--- src/hdl/rfc_pkg.sv ---
// ----------------------------------------------------------------------------
// rfc_pkg
// Shared types, constants and the CRC-16 byte update for the answer-frame
// checker.
// ----------------------------------------------------------------------------
package rfc_pkg;

  localparam int MAX_FRAME_BYTES = 256;
  // Byte counter saturates at MAX_FRAME_BYTES + 1.
  localparam int CNT_W = $clog2(MAX_FRAME_BYTES + 2);
  localparam int LEN_W = 9;
  localparam int CFG_IDX_W = 3;
  localparam int CFG_DATA_W = 16;

  localparam logic [7:0] MODE_MASK = 8'h0F;
  localparam logic [15:0] CRC_POLY = 16'hA001;
  localparam logic [15:0] CRC_INIT = 16'hFFFF;

  // Configuration register indexes.
  localparam logic [CFG_IDX_W-1:0] CFG_EXPECTED_LENGTH = 3'd0;
  localparam logic [CFG_IDX_W-1:0] CFG_NODE_ADDRESS    = 3'd1;
  localparam logic [CFG_IDX_W-1:0] CFG_FUNCTION_CODE   = 3'd2;
  localparam logic [CFG_IDX_W-1:0] CFG_CONTROL_BYTE    = 3'd3;
  localparam logic [CFG_IDX_W-1:0] CFG_REQUEST_ADDRESS = 3'd4;
  localparam logic [CFG_IDX_W-1:0] CFG_DATA_TYPE       = 3'd5;
  localparam logic [CFG_IDX_W-1:0] CFG_START_INDEX     = 3'd6;

  // Element data types.
  localparam logic [2:0] DT_BITS  = 3'd0;
  localparam logic [2:0] DT_BYTE  = 3'd1;
  localparam logic [2:0] DT_WORD  = 3'd2;
  localparam logic [2:0] DT_DWORD = 3'd3;
  localparam logic [2:0] DT_FLOAT = 3'd4;

  typedef enum logic [2:0] {
    ST_OK      = 3'd0,
    ST_TIMEOUT = 3'd1,
    ST_LENGTH  = 3'd2,
    ST_HEADER  = 3'd3,
    ST_CRC     = 3'd4,
    ST_ECHO    = 3'd5
  } status_t;

  typedef struct packed {
    logic       kind;
    logic [7:0] answer_byte;
  } in_item_t;

  typedef struct packed {
    logic        is_status;
    logic [2:0]  status;
    logic [31:0] element_value;
    logic [15:0] element_index;
    logic        last;
  } out_item_t;

  typedef struct packed {
    logic [LEN_W-1:0] expected_length;
    logic [7:0]       node_address;
    logic [7:0]       function_code;
    logic [7:0]       control_byte;
    logic [15:0]      request_address;
    logic [2:0]       data_type;
    logic [15:0]      start_index;
  } cfg_t;

  // Results caused by one input item, handed to the output stage.
  typedef struct packed {
    logic        is_status;
    logic [2:0]  status;
    logic [31:0] value;
    logic [15:0] base_index;
    logic        bit_mode;
  } batch_t;

  function automatic logic [15:0] crc_feed(input logic [15:0] crc, input logic [7:0] b);
    logic [15:0] c;
    c = crc ^ {8'h00, b};
    for (int k = 0; k < 8; k++) begin
      c = c[0] ? ((c >> 1) ^ CRC_POLY) : (c >> 1);
    end
    return c;
  endfunction

endpackage

--- src/hdl/rfc_cfg_regs.sv ---
// ----------------------------------------------------------------------------
// rfc_cfg_regs
// Configuration register file holding the request that the answer is
// checked against.
// ----------------------------------------------------------------------------
module rfc_cfg_regs (
  input  logic                            clk,
  input  logic                            rst_n,
  input  logic                            cfg_valid,
  output logic                            cfg_ready,
  input  logic [rfc_pkg::CFG_IDX_W-1:0]   cfg_index,
  input  logic [rfc_pkg::CFG_DATA_W-1:0]  cfg_data,
  output rfc_pkg::cfg_t                   cfg
);

  rfc_pkg::cfg_t cfg_r;
  rfc_pkg::cfg_t cfg_nxt;

  assign cfg_ready = 1'b1;
  assign cfg = cfg_r;

  always_comb begin
    cfg_nxt = cfg_r;
    if (cfg_valid) begin
      unique case (cfg_index)
        rfc_pkg::CFG_EXPECTED_LENGTH:
          cfg_nxt.expected_length = cfg_data[rfc_pkg::LEN_W-1:0];
        rfc_pkg::CFG_NODE_ADDRESS:    cfg_nxt.node_address = cfg_data[7:0];
        rfc_pkg::CFG_FUNCTION_CODE:   cfg_nxt.function_code = cfg_data[7:0];
        rfc_pkg::CFG_CONTROL_BYTE:    cfg_nxt.control_byte = cfg_data[7:0];
        rfc_pkg::CFG_REQUEST_ADDRESS: cfg_nxt.request_address = cfg_data;
        rfc_pkg::CFG_DATA_TYPE:       cfg_nxt.data_type = cfg_data[2:0];
        rfc_pkg::CFG_START_INDEX:     cfg_nxt.start_index = cfg_data;
        default: ;
      endcase
    end
  end

  always_ff @(posedge clk) begin
    if (!rst_n) begin
      cfg_r.expected_length <= rfc_pkg::LEN_W'(6);
      cfg_r.node_address    <= 8'h00;
      cfg_r.function_code   <= 8'h43;
      cfg_r.control_byte    <= 8'h00;
      cfg_r.request_address <= 16'h0000;
      cfg_r.data_type       <= rfc_pkg::DT_BITS;
      cfg_r.start_index     <= 16'h0000;
    end else begin
      cfg_r <= cfg_nxt;
    end
  end

endmodule

--- src/hdl/rfc_frame_check.sv ---
// ----------------------------------------------------------------------------
// rfc_frame_check
// Input register and per-byte frame checking: CRC, header and echo compare,
// element assembly and final status.
// ----------------------------------------------------------------------------
module rfc_frame_check (
  input  logic                clk,
  input  logic                rst_n,
  input  logic                in_valid,
  output logic                in_stall,
  input  rfc_pkg::in_item_t   in_data,
  input  rfc_pkg::cfg_t       cfg,
  input  logic                emit_ready,
  output logic                batch_load,
  output rfc_pkg::batch_t     batch
);

  localparam int CW = rfc_pkg::CNT_W;
  localparam int LW = rfc_pkg::LEN_W;

  logic              in_valid_r, in_valid_nxt;
  rfc_pkg::in_item_t in_r;

  logic [CW-1:0] byte_count_r, byte_count_nxt;
  logic [15:0]   crc_r, crc_nxt;
  logic          header_bad_r, header_bad_nxt;
  logic          address_bad_r, address_bad_nxt;
  logic [23:0]   asm_r, asm_nxt;
  logic [15:0]   elem_cnt_r, elem_cnt_nxt;

  logic          is_write;
  logic          in_window;
  logic          has_result;
  logic          go;
  logic          accept;
  logic [7:0]    b;
  logic [15:0]   word_v;
  rfc_pkg::status_t st;

  assign b = in_r.answer_byte;
  assign is_write = (cfg.control_byte & rfc_pkg::MODE_MASK) != 8'h00;
  assign in_window = !is_write && (byte_count_r >= CW'(4)) &&
                     ((LW + 1)'(byte_count_r) + (LW + 1)'(2) <
                      {1'b0, cfg.expected_length});
  assign word_v = {b, asm_r[7:0]};

  // An item that yields no result never waits for the output stage.
  assign go = in_valid_r && (emit_ready || !has_result);
  assign batch_load = go && has_result;
  assign in_stall = in_valid_r && !go;
  assign accept = in_valid && !in_stall;

  always_comb begin
    in_valid_nxt = in_valid_r;
    if (accept) begin
      in_valid_nxt = 1'b1;
    end else if (go) begin
      in_valid_nxt = 1'b0;
    end
  end

  always_comb begin
    byte_count_nxt  = byte_count_r;
    crc_nxt         = crc_r;
    header_bad_nxt  = header_bad_r;
    address_bad_nxt = address_bad_r;
    asm_nxt         = asm_r;
    elem_cnt_nxt    = elem_cnt_r;
    has_result      = 1'b0;
    batch           = '0;
    batch.base_index = cfg.start_index + elem_cnt_r;
    st = rfc_pkg::ST_OK;

    if (byte_count_r == CW'(0)) begin
      st = rfc_pkg::ST_TIMEOUT;
    end else if (byte_count_r > CW'(rfc_pkg::MAX_FRAME_BYTES) ||
                 LW'(byte_count_r) != cfg.expected_length) begin
      st = rfc_pkg::ST_LENGTH;
    end else if (header_bad_r) begin
      st = rfc_pkg::ST_HEADER;
    end else if (crc_r != 16'h0000) begin
      st = rfc_pkg::ST_CRC;
    end else if (is_write && address_bad_r) begin
      st = rfc_pkg::ST_ECHO;
    end

    if (in_r.kind) begin
      has_result       = 1'b1;
      batch.is_status  = 1'b1;
      batch.status     = st;
      batch.base_index = 16'h0000;
      byte_count_nxt   = '0;
      crc_nxt          = rfc_pkg::CRC_INIT;
      header_bad_nxt   = 1'b0;
      address_bad_nxt  = 1'b0;
      asm_nxt          = '0;
      elem_cnt_nxt     = '0;
    end else if (byte_count_r >= CW'(rfc_pkg::MAX_FRAME_BYTES)) begin
      // Overlong frame: the byte is dropped and the count pins past the bound.
      byte_count_nxt = CW'(rfc_pkg::MAX_FRAME_BYTES + 1);
    end else begin
      byte_count_nxt = byte_count_r + CW'(1);
      crc_nxt = rfc_pkg::crc_feed(crc_r, b);
      if ((byte_count_r == CW'(0) && b != cfg.node_address) ||
          (byte_count_r == CW'(1) && b != cfg.function_code) ||
          (byte_count_r == CW'(2) && b != cfg.control_byte)) begin
        header_bad_nxt = 1'b1;
      end
      if ((byte_count_r == CW'(3) && b != cfg.request_address[15:8]) ||
          (byte_count_r == CW'(4) && b != cfg.request_address[7:0])) begin
        address_bad_nxt = 1'b1;
      end
      if (in_window) begin
        // Byte position within the data area has the same low bits as the count.
        case (cfg.data_type) inside
          rfc_pkg::DT_BITS: begin
            has_result     = 1'b1;
            batch.bit_mode = 1'b1;
            batch.value    = {24'h000000, b};
            elem_cnt_nxt   = elem_cnt_r + 16'd8;
          end
          rfc_pkg::DT_BYTE: begin
            has_result   = 1'b1;
            batch.value  = {{24{b[7]}}, b};
            elem_cnt_nxt = elem_cnt_r + 16'd1;
          end
          rfc_pkg::DT_WORD: begin
            if (!byte_count_r[0]) begin
              asm_nxt = {16'h0000, b};
            end else begin
              has_result   = 1'b1;
              batch.value  = {{16{word_v[15]}}, word_v};
              elem_cnt_nxt = elem_cnt_r + 16'd1;
            end
          end
          rfc_pkg::DT_DWORD, rfc_pkg::DT_FLOAT: begin
            case (byte_count_r[1:0])
              2'd0: asm_nxt = {16'h0000, b};
              2'd1: asm_nxt = asm_r | {8'h00, b, 8'h00};
              2'd2: asm_nxt = asm_r | {b, 16'h0000};
              default: begin
                has_result   = 1'b1;
                batch.value  = {b, asm_r};
                elem_cnt_nxt = elem_cnt_r + 16'd1;
              end
            endcase
          end
          default: ;
        endcase
      end
    end
  end

  always_ff @(posedge clk) begin
    if (accept) begin
      in_r <= in_data;
    end
  end

  always_ff @(posedge clk) begin
    if (!rst_n) begin
      in_valid_r    <= 1'b0;
      byte_count_r  <= '0;
      crc_r         <= rfc_pkg::CRC_INIT;
      header_bad_r  <= 1'b0;
      address_bad_r <= 1'b0;
      asm_r         <= '0;
      elem_cnt_r    <= '0;
    end else begin
      in_valid_r <= in_valid_nxt;
      if (go) begin
        byte_count_r  <= byte_count_nxt;
        crc_r         <= crc_nxt;
        header_bad_r  <= header_bad_nxt;
        address_bad_r <= address_bad_nxt;
        asm_r         <= asm_nxt;
        elem_cnt_r    <= elem_cnt_nxt;
      end
    end
  end

  a_count_bound: assert property (@(posedge clk) disable iff (!rst_n)
    byte_count_r <= CW'(rfc_pkg::MAX_FRAME_BYTES + 1))
    else $error("byte count beyond saturation value");

  a_frame_clear: assert property (@(posedge clk) disable iff (!rst_n)
    go && in_r.kind |=> byte_count_r == '0 && crc_r == rfc_pkg::CRC_INIT &&
                        elem_cnt_r == 16'h0000)
    else $error("frame state not cleared after end of frame");

endmodule

--- src/hdl/rfc_emitter.sv ---
// ----------------------------------------------------------------------------
// rfc_emitter
// Output register: holds the results of one item and hands them out one
// transfer at a time, eight for a byte in bit mode.
// ----------------------------------------------------------------------------
module rfc_emitter (
  input  logic               clk,
  input  logic               rst_n,
  input  logic               batch_load,
  input  rfc_pkg::batch_t    batch,
  output logic               emit_ready,
  output logic               out_valid,
  input  logic               out_stall,
  output rfc_pkg::out_item_t out_data
);

  logic            valid_r, valid_nxt;
  rfc_pkg::batch_t batch_r;
  logic [2:0]      pos_r, pos_nxt;
  logic            take;

  assign out_valid = valid_r;
  assign take = valid_r && !out_stall;
  assign emit_ready = !valid_r || (take && out_data.last);

  always_comb begin
    out_data.is_status     = batch_r.is_status;
    out_data.status        = batch_r.status;
    out_data.element_value = batch_r.bit_mode ? {31'h0, batch_r.value[pos_r]} : batch_r.value;
    out_data.element_index = batch_r.bit_mode ? batch_r.base_index + 16'(pos_r)
                                              : batch_r.base_index;
    out_data.last          = !batch_r.bit_mode || pos_r == 3'd7;
  end

  always_comb begin
    valid_nxt = valid_r;
    pos_nxt   = pos_r;
    if (batch_load) begin
      valid_nxt = 1'b1;
      pos_nxt   = 3'd0;
    end else if (take) begin
      if (out_data.last) begin
        valid_nxt = 1'b0;
      end else begin
        pos_nxt = pos_r + 3'd1;
      end
    end
  end

  always_ff @(posedge clk) begin
    if (batch_load) begin
      batch_r <= batch;
    end
  end

  always_ff @(posedge clk) begin
    if (!rst_n) begin
      valid_r <= 1'b0;
      pos_r   <= 3'd0;
    end else begin
      valid_r <= valid_nxt;
      pos_r   <= pos_nxt;
    end
  end

  a_pos_bits_only: assert property (@(posedge clk) disable iff (!rst_n)
    valid_r && !batch_r.bit_mode |-> pos_r == 3'd0)
    else $error("element position advanced outside bit mode");

  a_status_last: assert property (@(posedge clk) disable iff (!rst_n)
    out_valid && out_data.is_status |-> out_data.last)
    else $error("status result not marked last");

  a_pos_step: assert property (@(posedge clk) disable iff (!rst_n)
    take && !out_data.last |=> valid_r && pos_r == $past(pos_r) + 3'd1)
    else $error("bit element sequence broken");

endmodule

--- src/hdl/response_frame_checker_core.sv ---
// ----------------------------------------------------------------------------
// response_frame_checker_core
// Checks a slave answer frame against its request and unpacks read data.
// ----------------------------------------------------------------------------
// Each answer byte passes an input register, then the checking logic
// (CRC-16 byte update, header and echo compare, element assembly) into an
// output register. Bytes that give at most one result, and end-of-frame
// items, flow at one item per cycle while out_stall is low. In bit mode a
// data byte gives eight elements that leave the output register one per
// cycle while out_stall is low; a later item with a result waits until the
// last of them is taken. Elements are tentative until the frame status
// that follows them reports ok. The user must write configuration only
// while the block is idle; the block itself does not enforce this.
// ----------------------------------------------------------------------------
module response_frame_checker_core (
  input  logic                            clk,
  input  logic                            rst_n,
  input  logic                            in_valid,
  output logic                            in_stall,
  input  rfc_pkg::in_item_t               in_data,
  output logic                            out_valid,
  input  logic                            out_stall,
  output rfc_pkg::out_item_t              out_data,
  input  logic                            cfg_valid,
  output logic                            cfg_ready,
  input  logic [rfc_pkg::CFG_IDX_W-1:0]   cfg_index,
  input  logic [rfc_pkg::CFG_DATA_W-1:0]  cfg_data
);

  rfc_pkg::cfg_t   cfg;
  rfc_pkg::batch_t batch;
  logic            batch_load;
  logic            emit_ready;

  rfc_cfg_regs u_cfg (
    .clk       (clk),
    .rst_n     (rst_n),
    .cfg_valid (cfg_valid),
    .cfg_ready (cfg_ready),
    .cfg_index (cfg_index),
    .cfg_data  (cfg_data),
    .cfg       (cfg)
  );

  rfc_frame_check u_check (
    .clk        (clk),
    .rst_n      (rst_n),
    .in_valid   (in_valid),
    .in_stall   (in_stall),
    .in_data    (in_data),
    .cfg        (cfg),
    .emit_ready (emit_ready),
    .batch_load (batch_load),
    .batch      (batch)
  );

  rfc_emitter u_emit (
    .clk        (clk),
    .rst_n      (rst_n),
    .batch_load (batch_load),
    .batch      (batch),
    .emit_ready (emit_ready),
    .out_valid  (out_valid),
    .out_stall  (out_stall),
    .out_data   (out_data)
  );

endmodule

--- config.mk ---
export PLATFORM = sky130hd
export DESIGN_NAME = response_frame_checker_core
export DESIGN_NICKNAME = d
export VERILOG_FILES = /design/src/hdl/rfc_pkg.sv /design/src/hdl/rfc_cfg_regs.sv /design/src/hdl/rfc_frame_check.sv /design/src/hdl/rfc_emitter.sv /design/src/hdl/response_frame_checker_core.sv
export SDC_FILE = /design/constraint.sdc
export NUM_CORES = 1
export LEC_CHECK = 0
export ABC_AREA = 1
export BUFFER_PORTS_ARGS = -buffer_cell sky130_fd_sc_hd__buf_2
export CORE_ASPECT_RATIO = 0.6
export CORE_UTILIZATION = 30
export CTS_BUF_LIST = sky130_fd_sc_hd__clkbuf_8
export DETAILED_ROUTE_END_ITERATION = 10
export PLACE_DENSITY = 0.52
export SYNTH_ARGS = -nofsm -noshare
export SYNTH_HDL_FRONTEND = slang
export SYNTH_SLANG_ARGS = --single-unit
export TNS_END_PERCENT = 10
--- constraint.sdc ---
create_clock -name clk -period 2.7 [get_ports clk]
set_input_delay 0.27 -clock clk [delete_from_list [all_inputs] [get_ports clk]]
set_output_delay 0.27 -clock clk [all_outputs]
set_load 0.005 [all_outputs]
==> results.cfg <==
[outcome]
status = complete, but fails checks
failed_checks = negative setup slack

[clock_tree]
htreeDepth = 2
cts_num_sinks = 202
cts_tree = done
clk_path_buf_depth = 3
cts_buffers = 34
path_clk_slew_ns = 0.07
clock_latency_ns = 0.57
cts-root-buf = clkbuf_8

[logic_synthesis]
synth_top_area_share_pct = 24.6
syn-mean-instance-area_um2 = 7.46
synth.area.mux_share_pct = 0
ys_seq_area_share_pct = 41.0
synth.area.top_cells = dfxtp_1, edfxtp_1, nor2_1
synth-compound-area-share_pct = 13.4
syn_inst = 1526
syn_nets = 1598
synth-seq-cells = 202
synth_fa_ha_area_share_pct = 4.42
ys.flop_type = dfxtp_1
syn_area_mm2 = 0.0114
synth-edff-count = 62
synth.distinct_cells = 53
yosys.area_share.simple_pct = 27.3
synth_top_cell_by_area = dfxtp_1
synth_top_family_by_area = simple AND/OR/NAND/NOR gates
ys_warn_count = 0
synth_xor_area_share_pct = 6.31
synth_async_sr_flop_share_pct = 0

[global_routing]
use_met3_pct = 4.04
grtUsageMet2_pct = 25.3
grt_antenna_before_repair = 0
grt_max_degree = 108
grt-busiest-layer = met1
grt_usage_pct = 19.1
grt_remaining_overflow = 0
grt_pass1_wl_um = 57300
grt_pass1_vias = 9982
met1_usage_pct = 30.6

[sta]
clock_skew_ns = 0.0534
slew_headroom_pct = 52.3
finalMaxSlewViolations = 0
max_freq_mhz = 328
worst_slew_pin_slew_ns = 0.716
finalHoldViolations = 0
hold_slack_ns = 0.0438
setup_tns_ns = -14.81
grt_setup_unrepaired = yes
setup_violations = 119
finalCritPeriodShare_pct = 113
min_period_ns = 3.05
setup_ws_ns = -0.346

[min_path]
min_from = in_valid
hold_path_depth = 3
hold_end = u_check.in_valid_r$_SDFFE_PN0P_
min_path_type = input pin to register

[floorplanning]
dieArea_mm2 = 0.0388
die_h_um = 153
chipWidth_um = 254
row_count = 54
core_area_mm2 = 0.0368
start_util_pct = 30.9
top_level_ports = 89

[critical_path]
rrSetupSlack_ns = -0.18
cp_data_arrival_time_ns = 2.78
start_kind = register
cp_max_fo = 3
reg2reg_from = u_check.byte_count_r[1]$_SDFFE_PN0P_
cp-end-kind = output port
timing.rr.end = u_emit.batch_r[22]$_SDFFCE_PP0P_
ff2ff_path_depth = 16
cp.required_ns = 2.43
path_class = register to output port

[placed_design]
place.gp.congestion = 0.898
dpl.hpwl_um = 26500
io_buffers = 87
pre_cts_slack_ns = -0.0835

[power_and_ir_drop]
cellPowerDensity_mw_per_mm2 = 498
irDropWorstVdd_mv = 0.245
cellLeakagePower_nw = 6.09

[detailed_routing]
vias = 10776
antenna_left = 0
viasPerCell = 4.83
routed_wl_um = 37500
avgRoutedWirePerCell_um = 16.8
drt_iter0_drc = 967
dr.pass1.iters = 5
drc = 0

[finish]
antenna_cells = 0
seqCellArea_mm2 = 0.00468
areaGrowthSynthToFinish_pct = 25.4
final_core_util_pct = 38.8
final.fill_count = 3818
layout-drive-gt1-share_pct = 20.3
multi_input_area_mm2 = 0.00613
finalNetCount = 1778

[run]
maxCapViolations = 0
## flip-flops by register name (all words and copies together), names as in the netlist, 3 cells and up
signal,cells
u_cfg.cfg,68
u_emit.out_data,4
u_emit.batch_r,49
u_check.asm_r,24
u_check.crc_r,16
u_check.b,8
u_check.elem_cnt_r,16
u_emit.pos_r,3
u_check.byte_count_r,9
## worst max-delay path, stage by stage, from the launching register on
cell and delay, ns:
dfxtp_4 0.38, ha_4 0.14, inv_2 0.04, nor2_4 0.10, xor2_2 0.18, ha_1 0.27, a21o_1 0.19, nor2_4 0.15
nor2_4 0.05, nor2_4 0.10, nand3_2 0.10, nand2_4 0.10, nand4_1 0.11, buf_4 0.18, inv_2 0.05, buf_6 0.08
## cells in the mapped netlist (4+ instances only)
cell and count:
a211oi_1 4, a21oi_1 112, a31oi_1 9, buf_1 9, buf_2 10, buf_4 7
clkbuf_1 32, dfxtp_1 140, edfxtp_1 62, ha_1 37, inv_1 142, inv_2 7
nand2_1 247, nand2_2 5, nand3_1 69, nand4_1 24, nor2_1 284, nor2_2 10
nor2_4 4, nor3_1 20, nor4_1 9, o211ai_1 5, o21a_1 5, o21ai_0 115
o21ai_1 9, o21bai_1 4, o31ai_1 5, or2_2 16, xnor2_1 31, xor2_1 51
## where the power goes
| part | switching [W] | internal [W] |
|---|---|---|
| registers | 0.000109 | 0.00324 |
| clock network | 0.00135 | 0.00135 |
| logic | 0.000645 | 0.000408 |
## final cells by class
cell class | instances | area share [%]
clock buffer | 40 | 3.86
clock inverter | 19 | 0.578
inverter | 152 | 4.15
multi-input combinational | 1111 | 42.9
sequential | 202 | 32.8
tap | 504 | 4.42
timing repair buffer | 205 | 11.3
## cells by family (layout without fill, tap and decap cells)
group | Yosys count | after routing
DFF | 202 | 202
and+or+nand+nor | 706 | 706
buffers and inverters | 213 | 416
other | 1 | 1
AOI/OAI and AO/OA | 283 | 283
xor gates and xnor gates | 82 | 82
adders and majority gates | 39 | 39
## routing by layer
| metal | wire length, um | vias to the layer above | part of all wire [%] |
|---|---|---|---|
| met5 | 0 | - | 0 |
| met4 | 597 | 0 | 1.6 |
| met3 | 2900 | 42 | 7.7 |
| met2 | 14400 | 345 | 38 |
| met1 | 19600 | 5017 | 52 |
| li1 | - | 5372 | - |
## how the worst max path moves through the flow
stage	startpoint	end	slack [ns]	depth (start not counted)
after global placement	u_check.byte_count_r[1]$_SDFFE_PN0P_	u_check.elem_cnt_r[10]$_SDFFE_PN0P_	-0.03	17
after CTS	u_check.byte_count_r[1]$_SDFFE_PN0P_	in_stall	-0.36	15
final	u_check.byte_count_r[1]$_SDFFE_PN0P_	in_stall	-0.35	15
after floorplan	u_check.byte_count_r[2]$_SDFFE_PN0P_	u_emit.batch_r[0]$_SDFFCE_PP0P_	0.01	14
after global routing	u_check.byte_count_r[1]$_SDFFE_PN0P_	in_stall	-0.47	15
after detailed placement	u_check.byte_count_r[1]$_SDFFE_PN0P_	u_check.elem_cnt_r[12]$_SDFFE_PN0P_	-0.08	16
## placed cells by master (no fill, tap or decap), types with 8 or more instances in the layout
| cell type | instances |
|---|---|
| ha_1 | 33 |
| buf_6 | 8 |
| a21oi_2 | 8 |
| nand3_1 | 64 |
| nor3_1 | 18 |
| xor2_1 | 50 |
| nor4_1 | 9 |
| nor2_1 | 272 |
| nand4_1 | 24 |
| or2_2 | 15 |
| buf_4 | 82 |
| o21ai_0 | 114 |
| buf_2 | 86 |
| buf_12 | 8 |
| nor2_2 | 16 |
| clkbuf_8 | 40 |
| xnor2_1 | 31 |
| inv_1 | 145 |
| edfxtp_1 | 62 |
| nand2_1 | 240 |
| a31oi_1 | 9 |
| nor2_4 | 10 |
| dlygate4sd3_1 | 13 |
| o21ai_1 | 10 |
| inv_2 | 9 |
| dfxtp_1 | 133 |
| a21oi_1 | 105 |
## repair_timing
item	4_1_cts	5_1_grt
hold endpoints to repair	17	0
setup buffers	11	11
hold buffers	13	0
gates resized for setup	47	60
endpoints found under the setup margin	131	166
gates cloned	3	3
pin swaps	20	18
## stage by stage
step / std cells / cell area (um2) / power, W
after floorplan: 1526 / 11400 / 0.00397
after global placement: 2134 / 12800 / 0.00432
after detailed placement: 2134 / 12800 / 0.00434
after CTS: 2219 / 13900 / 0.00713
after global routing: 2233 / 14300 / 0.00748
final: 2233 / 14300 / 0.00711
Power figures use the tool's default switching activity.
